--- src/hdl/gakf_pkg.sv ---
package gakf_pkg;

   localparam int W = 48;
   localparam int NUM_STEPS = 32;
   localparam int PC_W = $clog2(NUM_STEPS);

   localparam logic signed [W-1:0] VMAX = {1'b0, {(W-1){1'b1}}};
   localparam logic signed [W-1:0] VMIN = {1'b1, {(W-1){1'b0}}};
   localparam logic signed [W-1:0] COV_RESET = 48'sd42949672960;   // 10.0
   localparam logic [W-2:0] ANGLE_NOISE_RESET = 47'd429;
   localparam logic [W-2:0] BIAS_NOISE_RESET = 47'd42950;
   localparam logic [W-2:0] MEAS_NOISE_RESET = 47'd8589934592;      // 2.0

   typedef enum logic [1:0] {
      CSR_ANGLE_NOISE = 2'd0,
      CSR_BIAS_NOISE  = 2'd1,
      CSR_MEAS_NOISE  = 2'd2,
      CSR_UNUSED      = 2'd3
   } csr_index_type;

   typedef enum logic [1:0] {
      OP_ADD = 2'd0,
      OP_SUB = 2'd1,
      OP_MUL = 2'd2,
      OP_DIV = 2'd3
   } op_type;

   typedef enum logic [4:0] {
      R_ANG, R_BIAS, R_AA, R_AB, R_BA, R_BB, R_T, R_Y, R_S, R_KA, R_KB, R_M,
      R_MEAS, R_RATE, R_DT, R_QA, R_QB, R_MN, R_ZERO
   } reg_type;

   typedef struct packed {
      op_type  op;
      reg_type dst;
      reg_type sa;
      reg_type sb;
   } step_type;

   typedef struct packed {
      logic start;
      logic is_div;
   } cmd_type;

   typedef struct packed {
      logic                done;
      logic signed [W-1:0] value;
   } res_type;

   function automatic step_type program_step(input logic [PC_W-1:0] pc);
      step_type s;
      s = '{OP_ADD, R_T, R_ZERO, R_ZERO};
      unique case (pc)
         5'd0:  s = '{OP_SUB, R_T,    R_RATE, R_BIAS};
         5'd1:  s = '{OP_MUL, R_M,    R_DT,   R_T};
         5'd2:  s = '{OP_ADD, R_ANG,  R_ANG,  R_M};
         5'd3:  s = '{OP_MUL, R_M,    R_BB,   R_DT};
         5'd4:  s = '{OP_SUB, R_T,    R_M,    R_AB};
         5'd5:  s = '{OP_SUB, R_T,    R_T,    R_BA};
         5'd6:  s = '{OP_ADD, R_T,    R_T,    R_QA};
         5'd7:  s = '{OP_MUL, R_M,    R_DT,   R_T};
         5'd8:  s = '{OP_ADD, R_AA,   R_AA,   R_M};
         5'd9:  s = '{OP_MUL, R_M,    R_BB,   R_DT};
         5'd10: s = '{OP_SUB, R_AB,   R_AB,   R_M};
         5'd11: s = '{OP_SUB, R_BA,   R_BA,   R_M};
         5'd12: s = '{OP_MUL, R_M,    R_QB,   R_DT};
         5'd13: s = '{OP_ADD, R_BB,   R_BB,   R_M};
         5'd14: s = '{OP_SUB, R_Y,    R_MEAS, R_ANG};
         5'd15: s = '{OP_ADD, R_S,    R_AA,   R_MN};
         5'd16: s = '{OP_DIV, R_KA,   R_AA,   R_S};
         5'd17: s = '{OP_DIV, R_KB,   R_BA,   R_S};
         5'd18: s = '{OP_MUL, R_M,    R_KA,   R_Y};
         5'd19: s = '{OP_ADD, R_ANG,  R_ANG,  R_M};
         5'd20: s = '{OP_MUL, R_M,    R_KB,   R_Y};
         5'd21: s = '{OP_ADD, R_BIAS, R_BIAS, R_M};
         5'd22: s = '{OP_ADD, R_T,    R_AA,   R_ZERO};   // keep pre-update aa
         5'd23: s = '{OP_ADD, R_Y,    R_AB,   R_ZERO};   // keep pre-update ab
         5'd24: s = '{OP_MUL, R_M,    R_KA,   R_T};
         5'd25: s = '{OP_SUB, R_AA,   R_T,    R_M};
         5'd26: s = '{OP_MUL, R_M,    R_KA,   R_Y};
         5'd27: s = '{OP_SUB, R_AB,   R_Y,    R_M};
         5'd28: s = '{OP_MUL, R_M,    R_KB,   R_T};
         5'd29: s = '{OP_SUB, R_BA,   R_BA,   R_M};
         5'd30: s = '{OP_MUL, R_M,    R_KB,   R_Y};
         5'd31: s = '{OP_SUB, R_BB,   R_BB,   R_M};
         default: s = '{OP_ADD, R_T, R_ZERO, R_ZERO};
      endcase
      return s;
   endfunction

endpackage

--- src/hdl/gakf_serial_unit.sv ---
// Bit-serial Q16.32 multiply and divide, one bit per cycle, rounded and saturated.
module gakf_serial_unit (
   input  logic                              clock,
   input  logic                              reset,
   input  gakf_pkg::cmd_type                 cmd,
   input  logic signed [gakf_pkg::W-1:0]     op_a,
   input  logic signed [gakf_pkg::W-1:0]     op_b,   // divisor must be positive
   output gakf_pkg::res_type                 res
);
   localparam int W = gakf_pkg::W;
   localparam int CNT_W = $clog2(W);
   localparam logic [CNT_W-1:0] LAST_CNT = CNT_W'(W - 1);

   logic busy_ff, fin_ff, done_ff;
   logic [CNT_W-1:0] cnt_ff;
   logic is_div_ff, neg_ff, ovf_ff;
   logic [W-1:0] u_ff;       // multiplicand / divisor
   logic [W-1:0] bsh_ff;     // multiplier bits / remaining dividend bits
   logic [W:0]   hi_ff;      // product high half / remainder
   logic [W-1:0] lo_ff;      // product low half / quotient
   logic signed [W-1:0] res_ff;

   logic [W-1:0] mag_a, mag_b;
   logic [W:0]   mul_sum, div_try, div_diff;
   logic         div_take;
   logic         rnd;
   logic [W:0]   q2;
   logic         big;
   logic [W-2:0] m47;
   logic signed [W-1:0] final_val;

   always_comb begin
      mag_a = op_a[W-1] ? W'(-op_a) : op_a;
      mag_b = op_b[W-1] ? W'(-op_b) : op_b;
      mul_sum = hi_ff + (bsh_ff[0] ? {1'b0, u_ff} : '0);
      div_try = {hi_ff[W-1:0], bsh_ff[W-1]};
      div_diff = div_try - {1'b0, u_ff};
      div_take = div_try >= {1'b0, u_ff};
      rnd = {hi_ff[W-1:0], 1'b0} >= {1'b0, u_ff};
      q2 = {1'b0, lo_ff} + (W+1)'(rnd);
      if (is_div_ff) begin
         big = ovf_ff | (|q2[W:W-1]);
         m47 = q2[W-2:0];
      end else begin
         big = |hi_ff[W-1:W-17];
         m47 = {hi_ff[W-18:0], lo_ff[W-1:32]};
      end
      if (big) final_val = neg_ff ? gakf_pkg::VMIN : gakf_pkg::VMAX;
      else if (neg_ff) final_val = -$signed({1'b0, m47});
      else final_val = $signed({1'b0, m47});
   end

   always_ff @(posedge clock) begin
      if (reset) begin
         busy_ff <= 1'b0;
         fin_ff  <= 1'b0;
         done_ff <= 1'b0;
      end else begin
         done_ff <= 1'b0;
         if (cmd.start) begin
            busy_ff <= 1'b1;
         end else if (busy_ff) begin
            if (cnt_ff == LAST_CNT) begin
               busy_ff <= 1'b0;
               fin_ff  <= 1'b1;
            end
         end else if (fin_ff) begin
            fin_ff  <= 1'b0;
            done_ff <= 1'b1;
         end
      end
   end

   always_ff @(posedge clock) begin
      if (cmd.start) begin
         cnt_ff    <= '0;
         is_div_ff <= cmd.is_div;
         if (cmd.is_div) begin
            neg_ff <= op_a[W-1];
            u_ff   <= op_b;
            ovf_ff <= {16'b0, mag_a[W-1:16]} >= op_b;
            hi_ff  <= {17'b0, mag_a[W-1:16]};
            bsh_ff <= {mag_a[15:0], 32'b0};
            lo_ff  <= '0;
         end else begin
            neg_ff <= op_a[W-1] ^ op_b[W-1];
            u_ff   <= mag_a;
            ovf_ff <= 1'b0;
            hi_ff  <= (W+1)'(64'h8000_0000);   // rounding half lsb
            bsh_ff <= mag_b;
            lo_ff  <= '0;
         end
      end else if (busy_ff) begin
         cnt_ff <= cnt_ff + 1'b1;
         if (is_div_ff) begin
            hi_ff  <= div_take ? div_diff : div_try;
            lo_ff  <= {lo_ff[W-2:0], div_take};
            bsh_ff <= {bsh_ff[W-2:0], 1'b0};
         end else begin
            hi_ff  <= {1'b0, mul_sum[W:1]};
            lo_ff  <= {mul_sum[0], lo_ff[W-1:1]};
            bsh_ff <= {1'b0, bsh_ff[W-1:1]};
         end
      end
      if (fin_ff) res_ff <= final_val;
   end

   assign res.done  = done_ff;
   assign res.value = res_ff;

endmodule

--- src/hdl/gyro_angle_kalman_filter_top.sv ---
// Two-state angle / gyro-bias Kalman filter in signed Q16.32 (48-bit), all results
// saturated. Each req transaction carries time_step, measured_angle and gyro_rate; it
// produces one rsp transaction with the updated angle and bias estimates. The block
// handles one item at a time: a 32-step sequencer runs the predict and correct
// equations through one shared bit-serial multiply/divide unit. 13 of those steps
// (11 multiplies, 2 divides) use the serial unit (issue, serial bit steps, round,
// write back), a divide only while the innovation variance is positive; the 19
// others are adds and subtracts. The user must write noise registers over the csr
// channel only while idle; the block does not enforce this. Index 3 is ignored.
module gyro_angle_kalman_filter_top (
   input  logic         clock,
   input  logic         reset,
   input  logic         req_tvalid,
   output logic         req_tready,
   // [31:0] time_step, [79:32] measured_angle, [127:80] gyro_rate
   input  logic [127:0] req_tdata,
   output logic         rsp_tvalid,
   input  logic         rsp_tready,
   // [47:0] angle_estimate, [95:48] bias_estimate
   output logic [95:0]  rsp_tdata,
   input  logic         csr_valid,
   output logic         csr_ready,
   input  logic [1:0]   csr_index,
   input  logic [46:0]  csr_data
);
   localparam int W = gakf_pkg::W;
   localparam logic [gakf_pkg::PC_W-1:0] LAST_PC = gakf_pkg::PC_W'(gakf_pkg::NUM_STEPS - 1);

   typedef enum logic [3:0] {
      ST_IDLE = 4'b0001,
      ST_EXEC = 4'b0010,
      ST_WAIT = 4'b0100,
      ST_OUT  = 4'b1000
   } state_type;

   state_type state_ff, state_in;
   logic [gakf_pkg::PC_W-1:0] pc_ff, pc_in;

   // filter state and scratch
   logic signed [W-1:0] ang_ff, ang_in, bias_ff, bias_in;
   logic signed [W-1:0] aa_ff, aa_in, ab_ff, ab_in, ba_ff, ba_in, bb_ff, bb_in;
   logic signed [W-1:0] t_ff, t_in, y_ff, y_in, s_ff, s_in;
   logic signed [W-1:0] ka_ff, ka_in, kb_ff, kb_in, m_ff, m_in;
   logic signed [W-1:0] meas_ff, rate_ff;
   logic [31:0] dt_ff;
   logic [W-2:0] qa_ff, qb_ff, mn_ff;

   logic rsp_valid_ff, rsp_valid_in;
   logic [95:0] rsp_data_ff;

   gakf_pkg::step_type  step;
   gakf_pkg::cmd_type   cmd;
   gakf_pkg::res_type   res;
   logic signed [W-1:0] va, vb, wb_val;
   logic signed [W:0]   sum;
   logic signed [W-1:0] sum_sat;
   logic                wb_en;
   logic                s_pos;
   logic                req_take;

   function automatic logic signed [W-1:0] pick(
      input gakf_pkg::reg_type sel,
      input logic signed [W-1:0] ang, bias, aa, ab, ba, bb, t, y, s, ka, kb, m,
      input logic signed [W-1:0] meas, rate,
      input logic [31:0] dt,
      input logic [W-2:0] qa, qb, mn);
      logic signed [W-1:0] v;
      v = '0;
      unique case (sel)
         gakf_pkg::R_ANG:  v = ang;
         gakf_pkg::R_BIAS: v = bias;
         gakf_pkg::R_AA:   v = aa;
         gakf_pkg::R_AB:   v = ab;
         gakf_pkg::R_BA:   v = ba;
         gakf_pkg::R_BB:   v = bb;
         gakf_pkg::R_T:    v = t;
         gakf_pkg::R_Y:    v = y;
         gakf_pkg::R_S:    v = s;
         gakf_pkg::R_KA:   v = ka;
         gakf_pkg::R_KB:   v = kb;
         gakf_pkg::R_M:    v = m;
         gakf_pkg::R_MEAS: v = meas;
         gakf_pkg::R_RATE: v = rate;
         gakf_pkg::R_DT:   v = $signed({16'b0, dt});
         gakf_pkg::R_QA:   v = $signed({1'b0, qa});
         gakf_pkg::R_QB:   v = $signed({1'b0, qb});
         gakf_pkg::R_MN:   v = $signed({1'b0, mn});
         gakf_pkg::R_ZERO: v = '0;
         default:          v = '0;
      endcase
      return v;
   endfunction

   assign step = gakf_pkg::program_step(pc_ff);
   assign req_tready = (state_ff == ST_IDLE);
   assign req_take = req_tvalid && req_tready;
   assign csr_ready = 1'b1;
   assign rsp_tvalid = rsp_valid_ff;
   assign rsp_tdata = rsp_data_ff;

   always_comb begin
      va = pick(step.sa, ang_ff, bias_ff, aa_ff, ab_ff, ba_ff, bb_ff, t_ff, y_ff, s_ff,
                ka_ff, kb_ff, m_ff, meas_ff, rate_ff, dt_ff, qa_ff, qb_ff, mn_ff);
      vb = pick(step.sb, ang_ff, bias_ff, aa_ff, ab_ff, ba_ff, bb_ff, t_ff, y_ff, s_ff,
                ka_ff, kb_ff, m_ff, meas_ff, rate_ff, dt_ff, qa_ff, qb_ff, mn_ff);
      if (step.op == gakf_pkg::OP_SUB) sum = {va[W-1], va} - {vb[W-1], vb};
      else sum = {va[W-1], va} + {vb[W-1], vb};
      // saturate when the 49-bit sum does not fit in 48 bits
      if (sum[W] != sum[W-1]) sum_sat = sum[W] ? gakf_pkg::VMIN : gakf_pkg::VMAX;
      else sum_sat = sum[W-1:0];
      s_pos = !s_ff[W-1] && (s_ff != '0);
   end

   always_comb begin
      state_in = state_ff;
      pc_in = pc_ff;
      cmd.start = 1'b0;
      cmd.is_div = (step.op == gakf_pkg::OP_DIV);
      wb_en = 1'b0;
      wb_val = sum_sat;
      rsp_valid_in = rsp_valid_ff;
      if (rsp_valid_ff && rsp_tready) rsp_valid_in = 1'b0;

      unique case (state_ff)
         ST_IDLE: begin
            if (req_take) begin
               state_in = ST_EXEC;
               pc_in = '0;
            end
         end
         ST_EXEC: begin
            priority if (step.op == gakf_pkg::OP_ADD || step.op == gakf_pkg::OP_SUB) begin
               wb_en = 1'b1;
            end else if (step.op == gakf_pkg::OP_DIV && !s_pos) begin
               // innovation variance not positive: gain is zero
               wb_en = 1'b1;
               wb_val = '0;
            end else begin
               cmd.start = 1'b1;
               state_in = ST_WAIT;
            end
            if (wb_en) begin
               if (pc_ff == LAST_PC) state_in = ST_OUT;
               else pc_in = pc_ff + 1'b1;
            end
         end
         ST_WAIT: begin
            if (res.done) begin
               wb_en = 1'b1;
               wb_val = res.value;
               if (pc_ff == LAST_PC) state_in = ST_OUT;
               else begin
                  pc_in = pc_ff + 1'b1;
                  state_in = ST_EXEC;
               end
            end
         end
         ST_OUT: begin
            if (!rsp_valid_ff || rsp_tready) begin
               rsp_valid_in = 1'b1;
               state_in = ST_IDLE;
            end
         end
         default: state_in = ST_IDLE;
      endcase
   end

   // write back
   always_comb begin
      ang_in = ang_ff; bias_in = bias_ff; aa_in = aa_ff; ab_in = ab_ff;
      ba_in = ba_ff; bb_in = bb_ff; t_in = t_ff; y_in = y_ff; s_in = s_ff;
      ka_in = ka_ff; kb_in = kb_ff; m_in = m_ff;
      if (wb_en) begin
         unique case (step.dst)
            gakf_pkg::R_ANG:  ang_in = wb_val;
            gakf_pkg::R_BIAS: bias_in = wb_val;
            gakf_pkg::R_AA:   aa_in = wb_val;
            gakf_pkg::R_AB:   ab_in = wb_val;
            gakf_pkg::R_BA:   ba_in = wb_val;
            gakf_pkg::R_BB:   bb_in = wb_val;
            gakf_pkg::R_T:    t_in = wb_val;
            gakf_pkg::R_Y:    y_in = wb_val;
            gakf_pkg::R_S:    s_in = wb_val;
            gakf_pkg::R_KA:   ka_in = wb_val;
            gakf_pkg::R_KB:   kb_in = wb_val;
            gakf_pkg::R_M:    m_in = wb_val;
            default:          m_in = m_ff;   // inputs and constants are read-only
         endcase
      end
   end

   always_ff @(posedge clock) begin
      if (reset) begin
         state_ff <= ST_IDLE;
         pc_ff <= '0;
         rsp_valid_ff <= 1'b0;
         ang_ff <= '0;
         bias_ff <= '0;
         aa_ff <= gakf_pkg::COV_RESET;
         ab_ff <= '0;
         ba_ff <= '0;
         bb_ff <= gakf_pkg::COV_RESET;
         qa_ff <= gakf_pkg::ANGLE_NOISE_RESET;
         qb_ff <= gakf_pkg::BIAS_NOISE_RESET;
         mn_ff <= gakf_pkg::MEAS_NOISE_RESET;
      end else begin
         state_ff <= state_in;
         pc_ff <= pc_in;
         rsp_valid_ff <= rsp_valid_in;
         ang_ff <= ang_in;
         bias_ff <= bias_in;
         aa_ff <= aa_in;
         ab_ff <= ab_in;
         ba_ff <= ba_in;
         bb_ff <= bb_in;
         if (csr_valid && csr_ready) begin
            unique case (gakf_pkg::csr_index_type'(csr_index))
               gakf_pkg::CSR_ANGLE_NOISE: qa_ff <= csr_data;
               gakf_pkg::CSR_BIAS_NOISE:  qb_ff <= csr_data;
               gakf_pkg::CSR_MEAS_NOISE:  mn_ff <= csr_data;
               gakf_pkg::CSR_UNUSED:      qa_ff <= qa_ff;
               default:                   qa_ff <= qa_ff;
            endcase
         end
      end
   end

   // payload registers
   always_ff @(posedge clock) begin
      t_ff <= t_in;
      y_ff <= y_in;
      s_ff <= s_in;
      ka_ff <= ka_in;
      kb_ff <= kb_in;
      m_ff <= m_in;
      if (req_take) begin
         dt_ff <= req_tdata[31:0];
         meas_ff <= req_tdata[79:32];
         rate_ff <= req_tdata[127:80];
      end
      if (state_ff == ST_OUT && (!rsp_valid_ff || rsp_tready)) begin
         rsp_data_ff <= {bias_ff, ang_ff};
      end
   end

   gakf_serial_unit u_serial (
      .clock (clock),
      .reset (reset),
      .cmd   (cmd),
      .op_a  (va),
      .op_b  (step.op == gakf_pkg::OP_DIV ? s_ff : vb),
      .res   (res)
   );

endmodule

--- config.mk ---
export PLATFORM = sky130hd
export DESIGN_NAME = gyro_angle_kalman_filter_top
export DESIGN_NICKNAME = d
export VERILOG_FILES = /design/src/hdl/gakf_pkg.sv /design/src/hdl/gakf_serial_unit.sv /design/src/hdl/gyro_angle_kalman_filter_top.sv
export SDC_FILE = /design/constraint.sdc
export NUM_CORES = 2
export LEC_CHECK = 0
export ABC_AREA = 1
export BUFFER_PORTS_ARGS = -buffer_cell sky130_fd_sc_hd__buf_2
export CORE_UTILIZATION = 25
export DETAILED_ROUTE_END_ITERATION = 8
export GPL_TIMING_DRIVEN = 0
export PLACE_DENSITY = 0.51
export SYNTH_ARGS = -nofsm -noshare
export SYNTH_HDL_FRONTEND = slang
export SYNTH_SLANG_ARGS = --single-unit
--- constraint.sdc ---
create_clock -name clock -period 27.1 [get_ports clock]
set_input_delay 6.775 -clock clock [delete_from_list [all_inputs] [get_ports clock]]
set_output_delay 6.775 -clock clock [all_outputs]
set_load 0.01 [all_outputs]
==> metrics <==
status=finished with violations; failing checks=capacitance limit, slew limit; Buffers on Ports=roughly 280; post-cts gate resize count=0; WL per Instance=35.04 µm; Die X=554.1 µm; Initial Util=0.2515; initial drt markers=about 13000; Layout Cell Area excl Fill=88960 µm²; CP required=~28 ns; Synth Cell Area=roughly 76000 µm²; Power Density=162.4 nW/µm²; Worst Hold Class=reg2reg; measured slew at the worst slew-check pin=about 1.7 ns; area leader, netlist=edfxtp_1; Max-Cap Viols=30; Clk Latency, worst-skew pair=between 0.9 and 1 ns; Main synth FF type=edfxtp_1; dpl hpwl=around 430 mm; vias per cell=about 5.5; Final nets=~12000; drt pass-1 iters=9; Place WS=between 15 and 20 ns; yosys warns=0; Area contributors post-synth=edfxtp_1 (28%), dfxtp_1 (13%), nand2_1 (13%); crit-path max cell delay=about 1.1 ns; max FFs per register=96; setup ws final=between 15 and 20 ns; synthesized area per cell=~7 µm²; site row count=just over 200; Post-synth top cells=nand2_1 (2647), inv_1 (1511), nor2_1 (1184), edfxtp_1 (708), o21ai_0 (683); Routed Antenna Nets=0; final setup vio count=0; CP Data Arrival Time=about 12 ns; share of layout cells above drive strength 1=0.07232; LEAKAGE=~38 nW; Final Hold Viols=0; htree depth=4; DP Area=~84000 µm²; RePlAce Congestion=between 1 and 1.5; Final Core Density=0.2936; slew margin rel.=-0.1449; I/O pin count=roughly 280; Crit Path Max Fanout=10; routed vias=84640; Post-synth EDFFs=roughly 710; Tcrit/Tclk final=0.4174; die area=just over 300000 µm²; gr ovfl total=0; startpoint class of the critical path=flip-flop; Synth Instances=10660; via count of the first global-routing pass=between 70000 and 80000; crit-path most repeated cell=nand2_1; Residual DRC=0; Clock Tree Buf Depth=4; flops & latches, synth=around 1200; count of cell types in the netlist=66; antenna violations before repair=57; crit path capture type=flip-flop; Total Wirelength=535.7 mm; Setup CP Type=reg2reg; count leader, synth=nand2_1; Clock Root Buffer=clkbuf_16; Sum Neg Setup Slack=0 ns; Die H=roughly 550 µm; Seq/Total Area, Yosys=0.4135; share of the synthesized area in the top cell type=0.2790; fmax=around 0.088 GHz; pin count of the biggest net entering global routing=62; Core ar.=roughly 300000 µm²; VDD IR max=0.2445 mV; Post-CTS Setup Repair Bufs=0; Sink Count=approximately 1200; GRT Util Overall=0.3361; Syn Nets=between 10000 and 15000; Hold WS=around 0.45 ns; slowest CP cell=nor2_1; RSZ-0062 raised after global routing=false; ys async rst share=0; Setup Skew=between 0.08 and 0.09 ns; cts hold-fix bufs=0; max-slew violations=roughly 280; first-pass GRT wire length=roughly 700 mm; CTS Buf Count=157; Area Growth Syn to Fin=16.72%; Final min period=roughly 11 ns; CTS tree=done; clock slew at reported path FFs=~0.070 ns
## worst max-delay path: cells and delay by family (launching register included)
family,cells,cell delay [ns]
buf+inv,6,1.27
flops,1,0.94
xor+xnor,1,0.18
compound gates,2,0.74
fa+ha+maj,2,0.87
simple gates,23,6.84
## routing by layer
| metal | GRT usage | up-vias | part of all wire |
|---|---|---|---|
| met2 | 0.4993 | 5779 | 0.42 |
| met1 | 0.4243 | 41030 | 0.39 |
| met4 | 0.2329 | 28 | 0.083 |
| met5 | 0 | - | 0.00038 |
| li1 | - | 36390 | - |
| met3 | 0.08669 | 1406 | 0.11 |
## cell families after synthesis
kind of cell             after synthesis  synth area share
AO/OA/AOI/OAI                       2115            0.1601
buffers and inverters               1983           0.09965
XOR/XNOR                             262           0.03011
AND/OR/NAND/NOR                     4881            0.2637
adder cells (fa/ha/maj)              199           0.03297
flip-flops                          1220            0.4135
other                                  1        0.00004920
## path summary, 6_finish.rpt
path         depth (start not counted)  slack (ns)        from             to
max                                 34       15.79     step[3]       ka_ff[2]
min                                  0        0.45  bias_ff[4]  rsp_tdata[52]
min reg2reg                          0        0.45  bias_ff[4]  rsp_tdata[52]
max reg2reg                         34       15.79     step[3]       ka_ff[2]
## final cells by class
type                       count  area [µm²]
antenna                       38       95.09
buffer                       447        1876
clock buffer                 203        4314
clock inverter                83       898.4
fill                       33690      214100
inverter                    1536        5768
multi-input combinational   7458       37260
sequential                  1220       31510
tap                         3978        4977
timing repair buffer         323        2257
## stage by stage
step | cells | power [W]
floorplan | 10660 | 0.007343
global placement | 14920 | 0.01172
detailed placement | 14960 | 0.01167
CTS | 15250 | 0.01389
global route | 15260 | 0.01455
finish | 15290 | 0.01445
## placed cells by master, fill, tap and decap left out, types with 38 or more instances in the layout
cell          n
a211oi_1     44
a21oi_1     638
a221oi_1     67
a31oi_1      53
buf_2       343
clkbuf_1    328
clkbuf_16   159
dfxtp_1     511
diode_2      38
edfxtp_1    708
ha_1        196
inv_1      1511
nand2_1    2646
nand3_1     617
nand4_1     166
nor2_1     1165
nor3_1      108
nor4_1       46
o211ai_1    122
o21ai_0     682
o21ai_1     147
o221ai_1     43
o22ai_1     150
xnor2_1      63
xor2_1      199
## power breakdown
| part | internal, W | leakage (nW) | total [W] | switching, W |
|---|---|---|---|---|
| combinational | 0.00167 | 25.1 | 0.00910 | 0.00743 |
| clock | 0.00126 | 2.55 | 0.00222 | 0.000962 |
| sequential | 0.00293 | 10.7 | 0.00313 | 0.000198 |
Power figures use the tool's default switching activity.
